## src/design/lhfc_pkg.sv

```systemverilog
// Shared constants and types for the level to HSV false color block.
`timescale 1ns / 1ps

package lhfc_pkg;

  // Width of pixel levels and of the min/max registers.
  localparam int LEVEL_BITS  = 16;
  // Fraction bits of the scaled hue (hue / 60 in 3.16 format).
  localparam int FRAC_BITS   = 16;
  // Dividend shift: 4 sectors times 2^FRAC_BITS.
  localparam int HUE_SHIFT   = FRAC_BITS + 2;
  localparam int QUO_BITS    = HUE_SHIFT + 1;
  localparam int DIV_STAGES  = QUO_BITS;
  localparam int SECTOR_BITS = QUO_BITS - FRAC_BITS;
  localparam int CHAN_BITS   = 8;
  localparam int PROD_BITS   = FRAC_BITS + CHAN_BITS;
  localparam int CFG_IDX_BITS = 1;

  localparam logic [CHAN_BITS-1:0] CH_V = CHAN_BITS'(127);
  localparam logic [CHAN_BITS-1:0] CH_P = CHAN_BITS'(25);
  localparam logic [PROD_BITS-1:0] Q_BASE  = PROD_BITS'(8355840);
  localparam logic [PROD_BITS-1:0] T_BASE  = PROD_BITS'(1671168);
  localparam logic [PROD_BITS-1:0] F_SLOPE = PROD_BITS'(102);

  localparam logic [LEVEL_BITS-1:0] MIN_RESET = '0;
  localparam logic [LEVEL_BITS-1:0] MAX_RESET = LEVEL_BITS'(65535);

  typedef enum logic [CFG_IDX_BITS-1:0] {
    REG_MIN_LEVEL = 1'b0,
    REG_MAX_LEVEL = 1'b1
  } cfg_reg_t;

  typedef enum logic [SECTOR_BITS-1:0] {
    SEC_RED_YELLOW  = 3'd0,
    SEC_YELLOW_GRN  = 3'd1,
    SEC_GRN_CYAN    = 3'd2,
    SEC_CYAN_BLUE   = 3'd3,
    SEC_BLUE        = 3'd4
  } sector_t;

  // Word leaving the divider: valid bit and the scaled hue.
  typedef struct packed {
    logic                valid;
    logic [QUO_BITS-1:0] quo;
  } div_out_t;

endpackage

```

## src/design/lhfc_div.sv

```systemverilog
// Pipelined restoring divider: one quotient bit per stage, bubbles collapse.
`timescale 1ns / 1ps

module lhfc_div (
  input  logic                                clk,
  input  logic                                rst,
  input  logic                                in_valid,
  output logic                                in_ready,
  input  logic [lhfc_pkg::LEVEL_BITS-1:0]     num,
  input  logic [lhfc_pkg::LEVEL_BITS-1:0]     den,
  input  logic                                take,
  output lhfc_pkg::div_out_t                  result
);

  localparam int LB = lhfc_pkg::LEVEL_BITS;
  localparam int QB = lhfc_pkg::QUO_BITS;
  localparam int NS = lhfc_pkg::DIV_STAGES;

  logic          valid_q [NS];
  logic          adv     [NS];
  logic [LB-1:0] rem_q   [NS];
  logic [LB-1:0] den_q   [NS];
  logic [QB-1:0] quo_q   [NS];

  for (genvar j = 0; j < NS; j++) begin : g_stage
    logic          valid_in;
    logic [LB-1:0] den_in;
    logic [QB-1:0] quo_in;
    logic [LB:0]   trial;
    logic          ge;

    if (j == 0) begin : g_first
      // num never exceeds den, so the top quotient bit is num >= den
      assign valid_in = in_valid;
      assign den_in   = den;
      assign quo_in   = '0;
      assign trial    = {1'b0, num};
    end else begin : g_next
      assign valid_in = valid_q[j-1];
      assign den_in   = den_q[j-1];
      assign quo_in   = quo_q[j-1];
      assign trial    = {rem_q[j-1], 1'b0};
    end

    if (j == NS - 1) begin : g_last_adv
      assign adv[j] = !valid_q[j] || take;
    end else begin : g_mid_adv
      assign adv[j] = !valid_q[j] || adv[j+1];
    end

    assign ge = trial >= {1'b0, den_in};

    always_ff @(posedge clk) begin
      if (rst) begin
        valid_q[j] <= 1'b0;
      end else if (adv[j]) begin
        valid_q[j] <= valid_in;
      end
    end

    always_ff @(posedge clk) begin
      if (adv[j]) begin
        rem_q[j] <= ge ? LB'(trial - {1'b0, den_in}) : trial[LB-1:0];
        den_q[j] <= den_in;
        quo_q[j] <= {quo_in[QB-2:0], ge};
      end
    end
  end

  assign in_ready     = adv[0];
  assign result.valid = valid_q[NS-1];
  assign result.quo   = quo_q[NS-1];

endmodule

```

## src/design/level_to_hsv_false_color.sv

```systemverilog
// Top level: pixel level to false color RGB through a pipelined hue divider.
`timescale 1ns / 1ps

// One pixel level in, one RGB triple out, at a sustained rate of one word per
// clock while the output is not stalled. The pipe is a clamp/offset stage, a
// 19-stage restoring divider producing one quotient bit per stage, a
// multiply stage and the output register. Empty stages close up under output
// stall, so the input keeps taking words until the whole pipe is full.
// min_level and max_level are sampled at the input; write them only while
// the pipe is empty. A range with max_level at or below min_level gives
// (127, 25, 25) for every pixel.
module level_to_hsv_false_color (
  input  logic                                    clk,
  input  logic                                    rst,
  input  logic                                    cfg_we,
  input  logic [lhfc_pkg::CFG_IDX_BITS-1:0]       cfg_index,
  input  logic [lhfc_pkg::LEVEL_BITS-1:0]         cfg_data,
  input  logic                                    in_valid,
  output logic                                    in_stall,
  input  logic [lhfc_pkg::LEVEL_BITS-1:0]         pixel_level,
  output logic                                    out_valid,
  input  logic                                    out_stall,
  output logic [lhfc_pkg::CHAN_BITS-1:0]          red,
  output logic [lhfc_pkg::CHAN_BITS-1:0]          green,
  output logic [lhfc_pkg::CHAN_BITS-1:0]          blue
);

  localparam int LB = lhfc_pkg::LEVEL_BITS;
  localparam int FB = lhfc_pkg::FRAC_BITS;
  localparam int PB = lhfc_pkg::PROD_BITS;
  localparam int CB = lhfc_pkg::CHAN_BITS;
  localparam int SB = lhfc_pkg::SECTOR_BITS;
  localparam int QB = lhfc_pkg::QUO_BITS;

  logic [LB-1:0] min_level;
  logic [LB-1:0] max_level;

  always_ff @(posedge clk) begin
    if (rst) begin
      min_level <= lhfc_pkg::MIN_RESET;
      max_level <= lhfc_pkg::MAX_RESET;
    end else if (cfg_we) begin
      unique case (lhfc_pkg::cfg_reg_t'(cfg_index))
        lhfc_pkg::REG_MIN_LEVEL: min_level <= cfg_data;
        lhfc_pkg::REG_MAX_LEVEL: max_level <= cfg_data;
        default: ;
      endcase
    end
  end

  // Advance enables, from the output back to the input.
  logic adv_out, adv_mul, adv_prep, div_ready;
  lhfc_pkg::div_out_t div_res;

  logic          prep_valid;
  logic [LB-1:0] prep_num;
  logic [LB-1:0] prep_den;
  logic          mul_valid;
  logic [SB-1:0] mul_sector;
  logic [PB-1:0] mul_prod;

  assign adv_out  = !out_valid || !out_stall;
  assign adv_mul  = !mul_valid || adv_out;
  assign adv_prep = !prep_valid || div_ready;
  assign in_stall = !adv_prep;

  // Clamp and offset; an empty range divides 0 by 1.
  logic          range_empty;
  logic [LB-1:0] level_clamped;

  always_comb begin
    range_empty = max_level <= min_level;
    if (pixel_level < min_level) begin
      level_clamped = min_level;
    end else if (pixel_level > max_level) begin
      level_clamped = max_level;
    end else begin
      level_clamped = pixel_level;
    end
  end

  always_ff @(posedge clk) begin
    if (rst) begin
      prep_valid <= 1'b0;
    end else if (adv_prep) begin
      prep_valid <= in_valid;
    end
  end

  always_ff @(posedge clk) begin
    if (adv_prep) begin
      prep_num <= range_empty ? '0 : level_clamped - min_level;
      prep_den <= range_empty ? LB'(1) : max_level - min_level;
    end
  end

  lhfc_div u_div (
    .clk      (clk),
    .rst      (rst),
    .in_valid (prep_valid),
    .in_ready (div_ready),
    .num      (prep_num),
    .den      (prep_den),
    .take     (adv_mul),
    .result   (div_res)
  );

  // Slope term 102 * f.
  always_ff @(posedge clk) begin
    if (rst) begin
      mul_valid <= 1'b0;
    end else if (adv_mul) begin
      mul_valid <= div_res.valid;
    end
  end

  always_ff @(posedge clk) begin
    if (adv_mul) begin
      mul_sector <= div_res.quo[QB-1:FB];
      mul_prod   <= PB'(div_res.quo[FB-1:0]) * lhfc_pkg::F_SLOPE;
    end
  end

  // Falling and rising ramps, then sector select.
  logic [PB-1:0] q_full;
  logic [PB-1:0] t_full;
  logic [CB-1:0] q_chan;
  logic [CB-1:0] t_chan;
  logic [CB-1:0] red_next;
  logic [CB-1:0] green_next;
  logic [CB-1:0] blue_next;

  always_comb begin
    q_full = lhfc_pkg::Q_BASE - mul_prod;
    t_full = lhfc_pkg::T_BASE + mul_prod;
    q_chan = q_full[PB-1:FB];
    t_chan = t_full[PB-1:FB];
    unique case (lhfc_pkg::sector_t'(mul_sector))
      lhfc_pkg::SEC_RED_YELLOW: begin
        red_next = lhfc_pkg::CH_V; green_next = t_chan;         blue_next = lhfc_pkg::CH_P;
      end
      lhfc_pkg::SEC_YELLOW_GRN: begin
        red_next = q_chan;         green_next = lhfc_pkg::CH_V; blue_next = lhfc_pkg::CH_P;
      end
      lhfc_pkg::SEC_GRN_CYAN: begin
        red_next = lhfc_pkg::CH_P; green_next = lhfc_pkg::CH_V; blue_next = t_chan;
      end
      lhfc_pkg::SEC_CYAN_BLUE: begin
        red_next = lhfc_pkg::CH_P; green_next = q_chan;         blue_next = lhfc_pkg::CH_V;
      end
      default: begin
        red_next = t_chan;         green_next = lhfc_pkg::CH_P; blue_next = lhfc_pkg::CH_V;
      end
    endcase
  end

  always_ff @(posedge clk) begin
    if (rst) begin
      out_valid <= 1'b0;
    end else if (adv_out) begin
      out_valid <= mul_valid;
    end
  end

  always_ff @(posedge clk) begin
    if (adv_out) begin
      red   <= red_next;
      green <= green_next;
      blue  <= blue_next;
    end
  end

endmodule

```

## config.mk

```make
export PLATFORM = sky130hd
export DESIGN_NAME = level_to_hsv_false_color
export DESIGN_NICKNAME = d
export VERILOG_FILES = /design/src/design/lhfc_pkg.sv /design/src/design/lhfc_div.sv /design/src/design/level_to_hsv_false_color.sv
export SDC_FILE = /design/constraint.sdc
export NUM_CORES = 2
export LEC_CHECK = 0
export ABC_AREA = 1
export BUFFER_PORTS_ARGS = -buffer_cell sky130_fd_sc_hd__buf_2
export CORE_MARGIN = 2
export CORE_UTILIZATION = 40
export DETAILED_ROUTE_END_ITERATION = 10
export HOLD_SLACK_MARGIN = 0.05
export PLACE_DENSITY = 0.66
export SETUP_SLACK_MARGIN = 0.05
export SKIP_CTS_REPAIR_TIMING = 1
export SLEW_MARGIN = 20
export SYNTH_ARGS = -nofsm -noshare
export SYNTH_HDL_FRONTEND = slang
export SYNTH_SLANG_ARGS = --single-unit
```

## constraint.sdc

```tcl
create_clock -name clk -period 8.7 [get_ports clk]
set_input_delay 1.305 -clock clk [delete_from_list [all_inputs] [get_ports clk]]
set_output_delay 1.305 -clock clk [all_outputs]
set_load 0.1 [all_outputs]
```

==> qor.csv <==
metric,value,unit
gr-usage-all-layers,15.85,%
synth.avg_cell_area,10.42,sq um
worstSetupPathType,in -> out,
ios,64,
cts_buffers,97,
worstSkewPairLatency,0.71,ns
grt_pass1_vias,31820,
fin_crit,7.064,ns
min-delay-start,u_div.quo_q[4][0],
root_buffer,clkbuf_16,
cts.sinks,901,
cp_max_fo,51,
ys.flop_type,edfxtp_1,
antenna_found_initial,2,
max_freq,141.6,MHz
routed_via_density,4.978,
ant_nets,0,
nets,5290,
overflow,0,
syn_nets,5177,
clk_pin_slew,0.06,ns
yosysSeqAreaShare,54.78,%
die_area,124700,sq um
cap_violations,0,
ys_warn_count,0,
grt_pass1_wl,161.0,mm
start_util,40.16,%
setup_slack,1.636,ns
yosysTopAreaCellShare,53.34,%
avgRoutedWirePerCell,15.18,um
critical_path.reg2reg.startpoint,min_level[1],
skew,0.03342,ns
hold_violations,0,
clk_path_buf_depth,3,
drv_slew,0,
status,"finished, final reports clean",
grt_max_degree,60,
drive_gt1_share,5.538,%
cp-startpoint,out_stall,
hold_ws,0.3981,ns
htreeDepth,3,
vias,32360,
synth_edf_count,866,
port_buffers,63,
crit_arrival,5.76,ns
post-place-ws,1.527,ns
ys_types,55,
cts_tree,done,
tns,0,ns
tightest_slew,1.022,ns
ys_async_sr_fraction,0,%
synth_top_area_cell,edfxtp_1,
area_delta_synth_final,11.22,%
end_kind,primary output,
utilization,44.67,%
cp.required,7.39,ns
die_w,353.1,um
fp.coreArea,121400,sq um
ys_top_cells_by_area,"edfxtp_1 53%, ha_1 11%, nand2_1 6.7%, inv_1 4.9%, a21oi_1 4.0%",
drtPass1Iterations,6,
slew_headroom,31.84,%
worstSetupStartpointType,input pin,
ys_ff_latch,901,
finalCritPeriodShare,81.20,%
wl,98.69,mm
gp_congestion,0.8797,
drt_iter0_markers,1986,
num_rows,128,
hold_class,reg -> reg,
finalSetupViolCount,0,
netlist_area,48750,sq um
synth_cells,4680,
route.detailed.drc,0,
die_h,353.1,um
rsz0062_at_grt,false,
dp_hpwl,75.46,mm
==> synthesized netlist by cell type, drive strengths merged (10+ instances only) <==
cell	number
a21o	17
a21oi	390
a31oi	16
buf	33
clkbuf	33
dfxtp	35
edfxtp	866
fa	44
ha	415
inv	647
nand2	868
nand3	151
nand4	49
nor2	252
nor3	50
o2111ai	16
o211ai	31
o21a	10
o21ai	427
xnor2	143
xor2	112
==> final timing paths <==
kind                       endpoint  slack (ns)  cells past startpoint
setup / recovery           in_stall        1.64                     18
hold / removal    u_div.quo_q[5][1]        0.40                      0
setup reg to reg       prep_num[12]        3.87                     25
hold reg to reg   u_div.quo_q[5][1]        0.40                      0
==> layer usage <==
layer | vias to the layer above | track usage, % | routed length (um)
met5 | - | 0 | 11
met4 | 2 | 6.000 | 3630
met3 | 226 | 2.646 | 3526
met2 | 585 | 28.73 | 50050
met1 | 15070 | 18.72 | 41470
li1 | 16480 | - | -
==> sequential cells by signal, indices dropped and copies added, names as in the netlist <==
| register | cells |
|---|---|
| u_div.den_q | 288 |
| u_div.rem_q | 288 |
| u_div.quo_q | 190 |
| mul_prod | 22 |
| u_div.valid_q | 19 |
| max_level | 16 |
| min_level | 16 |
| prep_den | 16 |
| prep_num | 16 |
| blue | 8 |
| green | 8 |
| red | 8 |
| mul_sector | 3 |
| mul_valid | 1 |
| out_valid | 1 |
| prep_valid | 1 |
==> critical path, cell delays in order <==
cell and delay (ns):
buf_2 0.09, nand3_2 0.07, buf_4 0.25, nor2_4 0.17, nand4_4 0.08, buf_4 0.31, nor2_4 0.22, nand4_4 0.08
buf_4 0.30, nor2_4 0.19, nand4_4 0.08, buf_4 0.31, nor2_8 0.20, nand4_4 0.59, nor2_8 0.39, nand4_4 0.53
inv_1 0.29, buf_12 0.20
==> final cells by class <==
cell class	count	area [sq um]
Fill cell	11360	67170
Sequential cell	901	26710
Multi-Input combinational cell	3063	19310
Clock buffer	111	2480
Inverter	650	2440
Tap cell	1625	2033
Clock inverter	70	798.3
Timing Repair Buffer	80	457.9
Antenna cell	1	2.502
==> per-stage QoR <==
step,cell area [sq um],std cells
finish,54220,6501
global route,54220,6500
CTS,54220,6500
detailed placement,50940,6319
global placement,50940,6319
floorplan,48750,4680
==> logic make-up (layout without fill, tap and decap cells) <==
group                    count (synthesis)  in the layout  share of synthesized area [%]
multiplexers                             1              1                        0.02053
AND/OR/NAND/NOR                       1394           1394                          11.96
other                                    0              1                              0
flip-flops                             901            901                          54.78
buffers and inverters                  716            911                          5.623
AO/OA/AOI/OAI                          954            954                          10.59
XOR/XNOR                               255            255                          4.581
adder cells (fa/ha/maj)                459            459                          12.46
==> layout by cell type (no fill, tap or decap), drive strengths merged, types with 31 or more instances in the layout <==
cell    Yosys  routed
a21oi     390     390
buf        33      80
clkbuf     33     111
clkinv      3      46
dfxtp      35      35
edfxtp    866     866
fa         44      44
ha        415     415
inv       647     648
nand2     868     868
nand3     151     151
nand4      49      49
nor2      252     252
nor3       50      50
o211ai     31      31
o21ai     427     427
xnor2     143     143
xor2      112     112
Power is left out: the tool's default activity adds up to more than one toggle a clock period on the data nets, which glitch-free logic cannot reach.
